[src/assert_macros.svh]
// Assertion macros used by the top-level RTL file.
`ifndef ASSERT_MACROS_SVH
`define ASSERT_MACROS_SVH

// Clocked property, ignored while reset is held.
`define SMCE_ASSERT(name, clk, rst_n, prop, msg) \
  name: assert property (@(posedge clk) disable iff (!rst_n) prop) else $error(msg);

// Clocked property, checked during reset as well.
`define SMCE_ASSERT_ALWAYS(name, clk, prop, msg) \
  name: assert property (@(posedge clk) prop) else $error(msg);

`endif

[src/smce_pkg.sv]
// Types and constants of the softmax cross-entropy loss and gradient block.
package smce_pkg;

  localparam int CFG_W      = 11;
  localparam int PROB_W     = 16;
  localparam int LABEL_W    = 11;
  localparam int GRAD_W     = 17;
  localparam int LOSS_W     = 20;
  localparam int SUM_W      = 30;
  localparam int STEP_W     = 5;
  localparam int LOG_STEPS  = 20;
  localparam int FRAC_W     = 20;
  localparam int LQ_W       = 25;
  localparam int X_W        = 31;
  localparam int MUL_W      = 32;
  localparam int IN_DATA_W  = 32;
  localparam int OUT_DATA_W = 40;
  localparam int ADDR_W     = 2;

  localparam logic [MUL_W-1:0] LN2_Q32 = 32'd2977044472;
  localparam logic [GRAD_W-1:0] ONE_Q16 = 17'h10000;

  localparam logic [ADDR_W-1:0] REG_NUM_CLASSES = 2'd0;
  localparam logic [ADDR_W-1:0] REG_BATCH_SIZE  = 2'd1;
  localparam logic [ADDR_W-1:0] REG_TRAIN_MODE  = 2'd2;

  typedef enum logic [2:0] {
    ST_IDLE,
    ST_CALC,
    ST_ACC,
    ST_MEAN,
    ST_EMIT
  } state_t;

  typedef enum logic [1:0] {
    LG_IDLE,
    LG_SQR,
    LG_MUL,
    LG_RND
  } log_st_t;

  typedef struct packed {
    logic              start;
    logic [SUM_W-1:0]  dividend;
    logic [CFG_W-1:0]  divisor;
    logic [STEP_W-1:0] steps;
  } div_req_t;

endpackage

[src/smce_log.sv]
// -ln(p) in Q.16 by repeated squaring on one shared 32x32 multiplier.
module smce_log (
  input  logic                         clk,
  input  logic                         rst_n,
  input  logic                         start,
  input  logic [smce_pkg::PROB_W-1:0]  prob,
  output logic                         busy,
  output logic [smce_pkg::LOSS_W-1:0]  neg_ln
);

  smce_pkg::log_st_t st_r, st_nxt;
  logic [smce_pkg::X_W-1:0]    x_r, x_nxt;
  logic [smce_pkg::FRAC_W-1:0] frac_r, frac_nxt;
  logic [3:0]                  n_r, n_nxt;
  logic [smce_pkg::STEP_W-1:0] cnt_r, cnt_nxt;
  logic [63:0]                 prod_r, prod_nxt;
  logic [smce_pkg::LOSS_W-1:0] res_r, res_nxt;

  logic [smce_pkg::MUL_W-1:0]  op_a, op_b;
  logic [63:0]                 prod;
  logic [smce_pkg::MUL_W-1:0]  sq;
  logic [smce_pkg::PROB_W-1:0] pp, mant;
  logic [3:0]                  lead;
  logic [smce_pkg::LQ_W-1:0]   lq;
  logic [4:0]                  ipart;

  always_comb begin
    pp   = (prob == '0) ? smce_pkg::PROB_W'(1) : prob;
    lead = 4'd0;
    for (int i = 0; i < smce_pkg::PROB_W; i++) begin
      if (pp[i]) lead = 4'(i);
    end
    mant = smce_pkg::PROB_W'(pp << (4'd15 - lead));
  end

  assign ipart = 5'd16 - {1'b0, n_r};
  assign lq    = {ipart, 20'd0} - {5'd0, frac_r};
  assign op_a  = (st_r == smce_pkg::LG_MUL) ? smce_pkg::MUL_W'(lq) : {1'b0, x_r};
  assign op_b  = (st_r == smce_pkg::LG_MUL) ? smce_pkg::LN2_Q32 : {1'b0, x_r};
  assign prod  = 64'(op_a) * 64'(op_b);
  assign sq    = prod[61:30];

  always_comb begin
    st_nxt   = st_r;
    x_nxt    = x_r;
    frac_nxt = frac_r;
    n_nxt    = n_r;
    cnt_nxt  = cnt_r;
    prod_nxt = prod_r;
    res_nxt  = res_r;
    unique case (st_r)
      smce_pkg::LG_IDLE: begin
        if (start) begin
          x_nxt    = {mant, 15'd0};
          n_nxt    = lead;
          frac_nxt = '0;
          cnt_nxt  = smce_pkg::STEP_W'(smce_pkg::LOG_STEPS);
          st_nxt   = smce_pkg::LG_SQR;
        end
      end
      smce_pkg::LG_SQR: begin
        if (sq[31]) begin
          x_nxt    = sq[31:1];
          frac_nxt = {frac_r[smce_pkg::FRAC_W-2:0], 1'b1};
        end else begin
          x_nxt    = sq[30:0];
          frac_nxt = {frac_r[smce_pkg::FRAC_W-2:0], 1'b0};
        end
        cnt_nxt = cnt_r - smce_pkg::STEP_W'(1);
        if (cnt_r == smce_pkg::STEP_W'(1)) st_nxt = smce_pkg::LG_MUL;
      end
      smce_pkg::LG_MUL: begin
        prod_nxt = prod;
        st_nxt   = smce_pkg::LG_RND;
      end
      smce_pkg::LG_RND: begin
        res_nxt = smce_pkg::LOSS_W'((prod_r + 64'h8_0000_0000) >> 36);
        st_nxt  = smce_pkg::LG_IDLE;
      end
      default: st_nxt = smce_pkg::LG_IDLE;
    endcase
  end

  always_ff @(posedge clk) begin
    if (!rst_n) begin
      st_r <= smce_pkg::LG_IDLE;
    end else begin
      st_r <= st_nxt;
    end
  end

  always_ff @(posedge clk) begin
    x_r    <= x_nxt;
    frac_r <= frac_nxt;
    n_r    <= n_nxt;
    cnt_r  <= cnt_nxt;
    prod_r <= prod_nxt;
    res_r  <= res_nxt;
  end

  assign busy   = (st_r != smce_pkg::LG_IDLE);
  assign neg_ln = res_r;

endmodule

[src/smce_div.sv]
// Restoring bit-serial divider, one quotient bit per cycle.
module smce_div (
  input  logic                        clk,
  input  logic                        rst_n,
  input  smce_pkg::div_req_t          req,
  output logic                        busy,
  output logic [smce_pkg::SUM_W-1:0]  quot
);

  logic                        busy_r, busy_nxt;
  logic [smce_pkg::SUM_W-1:0]  dvd_r, dvd_nxt;
  logic [smce_pkg::SUM_W-1:0]  q_r, q_nxt;
  logic [smce_pkg::CFG_W-1:0]  d_r, d_nxt;
  logic [smce_pkg::CFG_W-1:0]  rem_r, rem_nxt;
  logic [smce_pkg::STEP_W-1:0] cnt_r, cnt_nxt;
  logic [smce_pkg::CFG_W:0]    trial;
  logic                        fits;

  assign trial = {rem_r, dvd_r[smce_pkg::SUM_W-1]};
  assign fits  = (trial >= {1'b0, d_r});

  always_comb begin
    busy_nxt = busy_r;
    dvd_nxt  = dvd_r;
    q_nxt    = q_r;
    d_nxt    = d_r;
    rem_nxt  = rem_r;
    cnt_nxt  = cnt_r;
    if (busy_r) begin
      rem_nxt = fits ? smce_pkg::CFG_W'(trial - {1'b0, d_r}) : trial[smce_pkg::CFG_W-1:0];
      q_nxt   = {q_r[smce_pkg::SUM_W-2:0], fits};
      dvd_nxt = {dvd_r[smce_pkg::SUM_W-2:0], 1'b0};
      cnt_nxt = cnt_r - smce_pkg::STEP_W'(1);
      if (cnt_r == smce_pkg::STEP_W'(1)) busy_nxt = 1'b0;
    end else if (req.start) begin
      busy_nxt = 1'b1;
      dvd_nxt  = req.dividend;
      d_nxt    = req.divisor;
      cnt_nxt  = req.steps;
      rem_nxt  = '0;
      q_nxt    = '0;
    end
  end

  always_ff @(posedge clk) begin
    if (!rst_n) begin
      busy_r <= 1'b0;
    end else begin
      busy_r <= busy_nxt;
    end
  end

  always_ff @(posedge clk) begin
    dvd_r <= dvd_nxt;
    q_r   <= q_nxt;
    d_r   <= d_nxt;
    rem_r <= rem_nxt;
    cnt_r <= cnt_nxt;
  end

  assign busy = busy_r;
  assign quot = q_r;

endmodule

[src/softmax_cross_entropy_loss_grad.sv]
// Top level: sparse softmax cross-entropy loss and gradient sequencer.
//
//  channel | dir | fields (low bit first)
//  in_     | in  | tdata: prob[15:0], label[26:16]
//  out_    | out | tdata: grad[16:0], mean_loss[36:17]; tlast: loss_valid;
//          |     | tuser: label_error
//  cfg_    | in  | addr 0 num_classes, 1 batch_size, 2 train_mode
//
//  Labelled element: 20 squaring steps, multiply, round; in train mode the 17-step
//  gradient division runs beside them. Others wait only for that division, in train mode.
//  The last element of a batch adds the 30-step loss division.
//  in_tready is high only while the sequencer is idle; a finished result waits in the
//  output register and stalls the sequencer only if the previous one is still there.
//  rst_n is synchronous, active low; control and config registers return to reset values.
`include "assert_macros.svh"

module softmax_cross_entropy_loss_grad #(
  parameter int MAX_CLASSES = 1024,
  parameter int MAX_BATCH   = 1024
) (
  input  logic                             clk,
  input  logic                             rst_n,
  input  logic                             in_tvalid,
  output logic                             in_tready,
  input  logic [smce_pkg::IN_DATA_W-1:0]   in_tdata,   // prob, label
  output logic                             out_tvalid,
  input  logic                             out_tready,
  output logic [smce_pkg::OUT_DATA_W-1:0]  out_tdata,  // grad, mean_loss
  output logic                             out_tlast,
  output logic                             out_tuser,  // label_error
  input  logic                             cfg_we,
  input  logic [smce_pkg::ADDR_W-1:0]      cfg_addr,
  input  logic [smce_pkg::CFG_W-1:0]       cfg_wdata
);

  localparam int CW = (MAX_CLASSES > 1) ? $clog2(MAX_CLASSES) : 1;
  localparam int RW = (MAX_BATCH > 1) ? $clog2(MAX_BATCH) : 1;
  localparam int CMP_W = 18;
  localparam int MAXC_CLIP = (MAX_CLASSES > 2047) ? 2047 : MAX_CLASSES;
  localparam int MAXB_CLIP = (MAX_BATCH > 2047) ? 2047 : MAX_BATCH;
  localparam logic [smce_pkg::CFG_W-1:0] MAXC = smce_pkg::CFG_W'(MAXC_CLIP);
  localparam logic [smce_pkg::CFG_W-1:0] MAXB = smce_pkg::CFG_W'(MAXB_CLIP);

  smce_pkg::state_t st_r, st_nxt;

  logic [smce_pkg::CFG_W-1:0]  ncls_cfg_r, nbat_cfg_r;
  logic                        train_r;
  logic [CW-1:0]               cls_cnt_r, cls_cnt_nxt;
  logic [RW-1:0]               row_cnt_r, row_cnt_nxt;
  logic [smce_pkg::SUM_W-1:0]  loss_sum_r, loss_sum_nxt;
  logic                        err_seen_r, err_seen_nxt;

  logic                        hit_r, hit_nxt;
  logic                        err_r, err_nxt;
  logic                        row_end_r, row_end_nxt;
  logic                        bend_r, bend_nxt;
  logic                        tr_r, tr_nxt;
  logic [smce_pkg::GRAD_W-1:0] grad_r, grad_nxt;
  logic [smce_pkg::LOSS_W-1:0] mean_r, mean_nxt;

  logic                        out_valid_r, out_valid_nxt;
  logic [smce_pkg::OUT_DATA_W-1:0] out_data_r, out_data_nxt;
  logic                        out_last_r, out_last_nxt;
  logic                        out_user_r, out_user_nxt;

  logic [smce_pkg::CFG_W-1:0]  nc, nb;
  logic [smce_pkg::PROB_W-1:0] prob;
  logic [smce_pkg::LABEL_W-1:0] label;
  logic                        accept, lab_ok, hit, row_end, emit_go;
  logic [smce_pkg::GRAD_W-1:0] dvd17;
  logic [smce_pkg::SUM_W-1:0]  loss_new;

  logic                        lg_start, lg_busy;
  logic [smce_pkg::LOSS_W-1:0] lg_res;
  smce_pkg::div_req_t          dv_req;
  logic                        dv_busy;
  logic [smce_pkg::SUM_W-1:0]  dv_quot;

  smce_log u_log (
    .clk    (clk),
    .rst_n  (rst_n),
    .start  (lg_start),
    .prob   (prob),
    .busy   (lg_busy),
    .neg_ln (lg_res)
  );

  smce_div u_div (
    .clk   (clk),
    .rst_n (rst_n),
    .req   (dv_req),
    .busy  (dv_busy),
    .quot  (dv_quot)
  );

  assign nc = (ncls_cfg_r == '0) ? smce_pkg::CFG_W'(1) :
              ((ncls_cfg_r > MAXC) ? MAXC : ncls_cfg_r);
  assign nb = (nbat_cfg_r == '0) ? smce_pkg::CFG_W'(1) :
              ((nbat_cfg_r > MAXB) ? MAXB : nbat_cfg_r);

  assign prob    = in_tdata[15:0];
  assign label   = in_tdata[26:16];
  assign in_tready = (st_r == smce_pkg::ST_IDLE);
  assign accept  = in_tvalid && in_tready;
  assign lab_ok  = !label[smce_pkg::LABEL_W-1] && (label < nc);
  assign hit     = lab_ok && (CMP_W'(label) == CMP_W'(cls_cnt_r));
  assign row_end = (CMP_W'(cls_cnt_r) + CMP_W'(1)) >= CMP_W'(nc);
  assign dvd17   = hit ? (smce_pkg::ONE_Q16 - {1'b0, prob}) : {1'b0, prob};
  assign loss_new = hit_r ? smce_pkg::SUM_W'(loss_sum_r + smce_pkg::SUM_W'(lg_res))
                          : loss_sum_r;

  always_comb begin
    st_nxt       = st_r;
    cls_cnt_nxt  = cls_cnt_r;
    row_cnt_nxt  = row_cnt_r;
    loss_sum_nxt = loss_sum_r;
    err_seen_nxt = err_seen_r;
    hit_nxt      = hit_r;
    err_nxt      = err_r;
    row_end_nxt  = row_end_r;
    bend_nxt     = bend_r;
    tr_nxt       = tr_r;
    grad_nxt     = grad_r;
    mean_nxt     = mean_r;
    lg_start     = 1'b0;
    dv_req       = '0;
    dv_req.divisor = nb;
    emit_go      = 1'b0;
    unique case (st_r)
      smce_pkg::ST_IDLE: begin
        if (accept) begin
          hit_nxt     = hit;
          err_nxt     = err_seen_r || !lab_ok;
          row_end_nxt = row_end;
          bend_nxt    = row_end && ((CMP_W'(row_cnt_r) + CMP_W'(1)) >= CMP_W'(nb));
          tr_nxt      = train_r;
          lg_start    = hit;
          dv_req.start    = train_r;
          dv_req.dividend = {dvd17, 13'd0};
          dv_req.steps    = smce_pkg::STEP_W'(smce_pkg::GRAD_W);
          st_nxt      = smce_pkg::ST_CALC;
        end
      end
      smce_pkg::ST_CALC: begin
        if (!lg_busy && !dv_busy) begin
          if (!tr_r) grad_nxt = '0;
          else if (hit_r) grad_nxt = smce_pkg::GRAD_W'(0) - dv_quot[smce_pkg::GRAD_W-1:0];
          else grad_nxt = dv_quot[smce_pkg::GRAD_W-1:0];
          st_nxt = smce_pkg::ST_ACC;
        end
      end
      smce_pkg::ST_ACC: begin
        loss_sum_nxt = loss_new;
        if (bend_r) begin
          dv_req.start    = 1'b1;
          dv_req.dividend = loss_new;
          dv_req.steps    = smce_pkg::STEP_W'(smce_pkg::SUM_W);
          st_nxt = smce_pkg::ST_MEAN;
        end else begin
          mean_nxt = '0;
          st_nxt   = smce_pkg::ST_EMIT;
        end
      end
      smce_pkg::ST_MEAN: begin
        if (!dv_busy) begin
          mean_nxt = (dv_quot[smce_pkg::SUM_W-1:smce_pkg::LOSS_W] != '0) ? '1 :
                     dv_quot[smce_pkg::LOSS_W-1:0];
          st_nxt = smce_pkg::ST_EMIT;
        end
      end
      smce_pkg::ST_EMIT: begin
        if (!out_valid_r || out_tready) begin
          emit_go = 1'b1;
          if (bend_r) begin
            cls_cnt_nxt  = '0;
            row_cnt_nxt  = '0;
            loss_sum_nxt = '0;
            err_seen_nxt = 1'b0;
          end else if (row_end_r) begin
            cls_cnt_nxt  = '0;
            row_cnt_nxt  = row_cnt_r + RW'(1);
            err_seen_nxt = err_r;
          end else begin
            cls_cnt_nxt  = cls_cnt_r + CW'(1);
            err_seen_nxt = err_r;
          end
          st_nxt = smce_pkg::ST_IDLE;
        end
      end
      default: st_nxt = smce_pkg::ST_IDLE;
    endcase
  end

  always_comb begin
    out_valid_nxt = out_valid_r;
    out_data_nxt  = out_data_r;
    out_last_nxt  = out_last_r;
    out_user_nxt  = out_user_r;
    if (emit_go) begin
      out_valid_nxt = 1'b1;
      out_data_nxt  = {3'd0, mean_r, grad_r};
      out_last_nxt  = bend_r;
      out_user_nxt  = err_r;
    end else if (out_tready) begin
      out_valid_nxt = 1'b0;
    end
  end

  always_ff @(posedge clk) begin
    if (!rst_n) begin
      st_r        <= smce_pkg::ST_IDLE;
      ncls_cfg_r  <= smce_pkg::CFG_W'(1);
      nbat_cfg_r  <= smce_pkg::CFG_W'(1);
      train_r     <= 1'b1;
      cls_cnt_r   <= '0;
      row_cnt_r   <= '0;
      loss_sum_r  <= '0;
      err_seen_r  <= 1'b0;
      out_valid_r <= 1'b0;
    end else begin
      st_r        <= st_nxt;
      cls_cnt_r   <= cls_cnt_nxt;
      row_cnt_r   <= row_cnt_nxt;
      loss_sum_r  <= loss_sum_nxt;
      err_seen_r  <= err_seen_nxt;
      out_valid_r <= out_valid_nxt;
      if (cfg_we) begin
        unique case (cfg_addr)
          smce_pkg::REG_NUM_CLASSES: ncls_cfg_r <= cfg_wdata;
          smce_pkg::REG_BATCH_SIZE:  nbat_cfg_r <= cfg_wdata;
          smce_pkg::REG_TRAIN_MODE:  train_r    <= cfg_wdata[0];
          default: ;
        endcase
      end
    end
  end

  always_ff @(posedge clk) begin
    hit_r      <= hit_nxt;
    err_r      <= err_nxt;
    row_end_r  <= row_end_nxt;
    bend_r     <= bend_nxt;
    tr_r       <= tr_nxt;
    grad_r     <= grad_nxt;
    mean_r     <= mean_nxt;
    out_data_r <= out_data_nxt;
    out_last_r <= out_last_nxt;
    out_user_r <= out_user_nxt;
  end

  assign out_tvalid = out_valid_r;
  assign out_tdata  = out_data_r;
  assign out_tlast  = out_last_r;
  assign out_tuser  = out_user_r;

  `SMCE_ASSERT(a_busy_blocks_in, clk, rst_n, (lg_busy || dv_busy) |-> !in_tready, "input taken while a unit is busy")
  `SMCE_ASSERT(a_accept_closes, clk, rst_n, accept |=> !in_tready, "sequencer did not leave idle after a transaction")
  `SMCE_ASSERT(a_emit_shows, clk, rst_n, emit_go |=> out_tvalid, "result not presented after emit")
  `SMCE_ASSERT(a_div_free, clk, rst_n, dv_req.start |-> !dv_busy, "divider started while busy")

endmodule

[config.mk]
export PLATFORM = sky130hd
export DESIGN_NAME = softmax_cross_entropy_loss_grad
export DESIGN_NICKNAME = d
export VERILOG_FILES = /design/src/smce_pkg.sv /design/src/smce_log.sv /design/src/smce_div.sv /design/src/softmax_cross_entropy_loss_grad.sv
export VERILOG_INCLUDE_DIRS = /design/src /design/src/src
export SDC_FILE = /design/constraint.sdc
export NUM_CORES = 2
export LEC_CHECK = 0
export BUFFER_PORTS_ARGS = -buffer_cell sky130_fd_sc_hd__buf_2
export CORE_UTILIZATION = 45
export DETAILED_ROUTE_END_ITERATION = 10
export GPL_ROUTABILITY_DRIVEN = 0
export GPL_TIMING_DRIVEN = 1
export SLEW_MARGIN = 10
export SYNTH_ARGS = -nofsm -noshare
export SYNTH_HDL_FRONTEND = slang
export SYNTH_HIERARCHICAL = 1
export SYNTH_SLANG_ARGS = --single-unit
[constraint.sdc]
create_clock -name clk -period 11.2 [get_ports clk]
set_input_delay 1.68 -clock clk [delete_from_list [all_inputs] [get_ports clk]]
set_output_delay 1.68 -clock clk [all_outputs]
set_load 0.01 [all_outputs]
; ---- Yosys cells after proc, flatten, opt, wreduce, memory -nomap -nowiden
; Index checks and enable logic that the tools add are counted.
[totals]
in_bits = 50
out_inout_bits = 44
register_bits = 385
[op_classes]
bitwise = 1
n_mul = 1
addsub = 14
muxes = 78
order_cmp = 6
shift = 1
n_reduce_logical = 40
n_eq_ne = 20
[op_table]
columns = cell, count
row1 = 30-bit two-way mux, 7
row2 = 31-bit two-way mux, 5
row3 = 31-bit one-hot mux with 2 select lines, 2
row4 = 20-bit two-way mux, 4
row5 = 20-bit one-hot mux with 2 select lines, 2
row6 = 11-bit two-way mux, 7
row7 = 31-bit by 32-bit multiplier with 62-bit output, 1
row8 = 30-bit one-hot mux with 2 select lines, 1
row9 = 56-bit by 36-bit adder with 56-bit output (second input constant), 1
row10 = 4-bit two-way mux, 14
row11 = 10-bit two-way mux, 4
row12 = 17-bit two-way mux, 2
row13 = 32-bit two-way mux, 1
row14 = 30-bit by 20-bit adder with 30-bit output, 1
row15 = 5-bit two-way mux, 5
row16 = 25-bit by 20-bit subtractor with 25-bit output, 1
row17 = 10-bit by 1-bit adder with 11-bit output (second input constant), 2
row18 = 11-bit >= comparator, 2
row19 = 11-bit > comparator (second input constant), 2
row20 = 11-bit logical NOT, 2
row21 = 10-bit by 1-bit adder with 10-bit output (second input constant), 2
row22 = 5-bit one-hot mux with 2 select lines, 2
row23 = 2-bit AND reduction, 10
row24 = 1-bit by 17-bit subtractor with 17-bit output (first input constant), 1
row25 = other kinds (34), 80

; ---- Depth between registers and ports, before layout
[logic_depth]
word_depth = 21
mapped_depth = 40

; ---- Modules after synthesis
; Netlist, hierarchy kept.
[modules_own_cells]
columns = mod, cells_each, area_each_um2, instances
row1 = smce_log, 4132, 36585.1, 1
row2 = softmax_cross_entropy_loss_grad, 996, 9506.6, 1
row3 = smce_div, 296, 4031.4, 1

; ---- Least setup slack after synthesis
; Ideal clock, no wire load.
[synth_path]
kind = flip-flop to flip-flop
startpoint = register u_log.st_r[0]
endpoint = register u_log/x_r[21] (netlist bit), data pin
stages_incl_launch_ff = 34
setup_slack_ps = 1418
setup_ps = 259
arrival_ps = 9523
synth_period_minus_slack_ps = 9782
path_buffers = 6
cell_sequence = dfxtp_1 -> inv_1 -> ha_1 -> clkbuf_1 -> buf_2 -> clkbuf_1 -> clkbuf_1 -> nand2_1 -> nand2_1 -> clkbuf_1 -> nand2_1 -> fa_1 -> inv_1 -> fa_1 -> fa_1 -> fa_1 -> fa_1 -> fa_1 -> fa_1 -> inv_1 -> fa_1 -> inv_1 -> ha_1 -> clkbuf_1 -> and4_1 -> and4_1 -> a2bb2oi_1 -> o31ai_1 -> a211o_1 -> a21o_1 -> a311o_1 -> nand2_1 -> mux2_2 -> a211o_1
[synth_between]
elab_chain_len = 5
word_cells_on_any_way = 8
classes_between = mul: 1 / eq/ne: 2 / mux: 4 / reduce/logical: 1
[synth_lines]
columns = item, line_no
row1 = "start, declared", smce_log.sv:11  ; smce_pkg::log_st_t st_r, st_nxt;
row2 = "start signal, assigned", smce_log.sv:86  ; st_r <= smce_pkg::LG_IDLE;
row3 = "start signal, assigned", smce_log.sv:88  ; st_r <= st_nxt;
row4 = 2-bit == test, "smce_log.sv:38, smce_log.sv:39"
row5 = 31-bit two-way mux or 32-bit two-way mux (tied branches), "smce_log.sv:38, smce_log.sv:39"
row6 = 31-bit by 32-bit multiplier with 62-bit output, smce_log.sv:40  ; assign prod = 64'(op_a) * 64'(op_b);
row7 = 31-bit two-way mux, smce_log.sv:62  ; if (sq[31]) begin
row8 = 31-bit one-hot mux with 2 select lines *, smce_log.sv:51  ; unique case (st_r)
row9 = net u_log.x_nxt (one bit), smce_log.sv:12  ; logic [smce_pkg::X_W-1:0] x_r, x_nxt;
row10 = "end signal, assigned", smce_log.sv:93  ; x_r <= x_nxt;
row11 = "end, declared", smce_log.sv:12
; Mark *: on every way through the listed nets, which the timed path passes. The rest lies on a longest branch.
; A chain may end at the register's enable or synchronous reset.

; ---- Worst setup path after layout
[layout_path]
startpoint = register u_log/frac_r[0] (netlist bit)
endpoint = register u_log/x_r[21] (netlist bit), data pin
[layout_between]
elab_chain_len = 5
[layout_lines]
columns = item, line_no
row1 = "start, declared", smce_log.sv:13  ; logic [smce_pkg::FRAC_W-1:0] frac_r, frac_nxt;
row2 = "start signal, assigned", smce_log.sv:94  ; frac_r <= frac_nxt;
row3 = 25-bit by 20-bit subtractor with 25-bit output, smce_log.sv:37  ; assign lq = {ipart, 20'd0} - {5'd0, frac_r};
row4 = 31-bit two-way mux, smce_log.sv:38  ; assign op_a = (st_r == smce_pkg::LG_MUL) ? smce_pkg::MUL_W'(lq) : {1'b0, x_r};
row5 = 31-bit by 32-bit multiplier with 62-bit output, smce_log.sv:40
row6 = 31-bit two-way mux, smce_log.sv:62
row7 = 31-bit one-hot mux with 2 select lines, smce_log.sv:51
row8 = net u_log.x_nxt (one bit), smce_log.sv:12
; The timed path passes the listed nets, and every way through them passes these cells.

==> flow_summary.ini <==
[yosys]
netlist_top_cells_count = inv_1 (1146), fa_1 (863), nand2_1 (811)
synth.area.top_cells = fa_1 (34%), edfxtp_1 (16%), inv_1 (8.6%), ha_1 (8.1%), nand2_1 (6.1%)
post-synth-top-count-cell = inv_1
synth_cell_type_count = 96
synthArstFlopShare_pct = 0
ys_seq_area_share_pct = 19.33
syn_area_per_cell_um2 = 9.241
syn_area_mm2 = 0.05012
synth_top_area_cell = fa_1
synth_edf_count = 268
synth_top_area_share_pct = 34.47
ys_warn_count = 6
postSynthCellCount = 5424
ys_ff_latch = 350
synth-main-ff-cell = edfxtp_1

[sta]
holdWs_ns = 0.4171
finalSetupViolations = 0
tightest_slew_ns = 1.236
period_share_pct = 96.69
layout_min_cycle_time_ns = 10.83
relSlewSlack_pct = 17.45
max_freq_mhz = 92.34
rsz0062_at_grt = false
drv_slew = 0
final_hold_viol_count = 0
timing.final.ws_setup_ns = 0.3710
skew_ns = 0.01749
finalSetupTns_ns = 0

[setup_path]
critPathMaxFanout = 14
crit_path_start_kind = flip-flop
crit_slowest_cell = or4_4
critPathLaunch = u_log/frac_r[0]$_SDFFCE_PN0P_
reg2reg_slack_ns = 0.37
slowest_delay_ns = 0.53
worstSetupEndpointType = flip-flop
worstPathArrival_ns = 11.13
crit_type = flip-flop to flip-flop
cpMostUsedCell = fa_1
r2r-start = u_log/frac_r[0]$_SDFFCE_PN0P_
worstReg2RegEnd = u_log/x_r[21]$_DFFE_PP_
rr_worst_depth = 34
critical_path_required_ns = 11.50

[flow_run]
drv_cap = 0

[global_routing]
antenna_found_initial = 14
grt-ovfl-total = 0
grt_pass1_wl_um = 229300
grt_util_all_layers_pct = 26.75
grt_max_degree = 77
first_global_vias = 38740

[detailed_routing]
drt_iter0_markers = 2776
via_count = 37640
wl_per_cell_um = 21.29
detail_route.first_pass.iterations = 6
ant_nets = 0
wl_um = 148100
drc = 0
routed_via_density = 5.409

[cts]
cts_tree = done
cts_hold_buf = 0
clock_path_buffers = 3
cts_root_buf = clkbuf_16
cts_resized = 0
cts_buffers = 40
worstSkewPairLatency_ns = 0.56
htreeDepth = 2
postCtsSetupBuffers = 0
clk_pin_slew_ns = 0.06
cts.sinks = 350

[finish]
fillers = 10620
drive_gt1_share_pct = 6.231
nets = 6664
syn2layout_area_growth_pct = 7.419

[power]
power_frac_comb_pct = 14.3
p_sw_uw = 896.6
peakVddDrop_mv = 0.1102
total_power_uw = 3412
swShare_pct = 26.28
powerDensity_mw_per_mm2 = 63.36
p_seq_share_pct = 46.0
leakage_uw = 0.02603
p_clk_share_pct = 39.7
internal_power_uw = 2515

[placed_design]
dp.final_hpwl_um = 116000
dp_slack_ns = 0.3097
io_buffers = 85

[die]
num_rows = 122
die_h_um = 335.7
ioPinCount = 94
die-area_mm2 = 0.1127
initial_core_util_pct = 45.35
die_x_um = 335.7
core_area_mm2 = 0.1105

[worst_hold_path]
hp-start = mean_r[17]$_SDFFCE_PP0P_
hold_depth = 0
hp-class = flip-flop to flip-flop
hold_end = out_tdata[34]$_DFFE_PP_

[run_status]
status = finished, final reports clean
==> per-layer routing <==
metal	up-vias	track usage (%)	wire length, um
met5	-	0	0
met4	0	10.33	6171
met3	272	4.193	12080
met2	1475	43.78	69090
met1	18980	35.66	60800
li1	16910	-	-
==> power by group through the flow <==
stage               Sequential, uW  Clock (uW)  Combinational [uW]
finish                        1570        1350                 487
global route                  1580        1420                 544
CTS                           1570        1380                 488
detailed placement            1600           0                 484
global placement              1600           0                 477
floorplan                     1570           0                 378
==> flip-flops by register name, indices dropped and copies added (netlist names), 11 cells and up <==
name,count
u_log/x_r,31
nbat_cfg_r,11
out_tdata,37
loss_sum_r,30
grad_r,17
u_div/d_r,11
u_div/dvd_r,30
u_log/neg_ln,20
mean_r,20
u_log/prod_r,21
u_div/quot,30
ncls_cfg_r,11
u_div/rem_r,11
u_log/frac_r,20
==> cell type report <==
cell class	instances	area, um^2	area share, %
multi-input combinational	3683	35250	65.46
sequential	350	9691	18.00
inverter	1154	4332	8.045
tap	1488	1862	3.458
timing repair buffer	198	1324	2.459
clock buffer	49	1081	2.008
clock inverter	23	275.3	0.5112
antenna	13	32.53	0.06042
==> how the worst max path moves through the flow <==
stage | end | slack, ns
2_1_floorplan | u_log/x_r[21]$_DFFE_PP_ | 1.42
3_3_place_gp | u_log/x_r[21]$_DFFE_PP_ | 0.38
3_5_place_dp | u_log/x_r[21]$_DFFE_PP_ | 0.31
4_1_cts | u_log/x_r[21]$_DFFE_PP_ | 0.27
5_1_grt | u_log/x_r[21]$_DFFE_PP_ | 0.07
6_report | u_log/x_r[21]$_DFFE_PP_ | 0.37
==> worst max-delay path: cells and delay by family, from the launching register on <==
| kind | cells | cell delay [ns] |
|---|---|---|
| adder cells (fa/ha/maj) | 10 | 4.53 |
| AND/OR/NAND/NOR | 11 | 3.17 |
| AO/OA/AOI/OAI | 7 | 1.57 |
| buffers and inverters | 6 | 0.81 |
| flip-flops | 1 | 0.44 |
==> cell usage in the layout, fill, tap and decap left out, types with 91 or more instances in the layout <==
cell and instances:
fa_1 863, nor2_1 277, a21oi_1 157, buf_4 109, inv_1 1146, xnor2_1 91, nand2_1 811, ha_1 323
and2_1 170, edfxtp_1 268
==> per-stage QoR <==
| stage | std cells | utilization, % | cell area (um^2) |
|---|---|---|---|
| final | 6958 | 48.72 | 53840 |
| after global placement | 6873 | 47.45 | 52440 |
| after CTS | 6945 | 48.68 | 53790 |
| after floorplan | 5428 | - | 50140 |
| after detailed placement | 6873 | 47.45 | 52440 |
| after global routing | 6955 | 48.71 | 53830 |
==> logic make-up after synthesis <==
| kind of cell | synth area share [%] |
|---|---|
| AOI/OAI and AO/OA | 7.956 |
| xor gates and xnor gates | 2.604 |
| adders and majority gates | 42.56 |
| buffers and inverters | 10.57 |
| DFF | 19.33 |
| muxes | 1.503 |
| other | 0.02246 |
| and+or+nand+nor | 15.46 |
No activity file was read; power rests on OpenSTA's default activity.
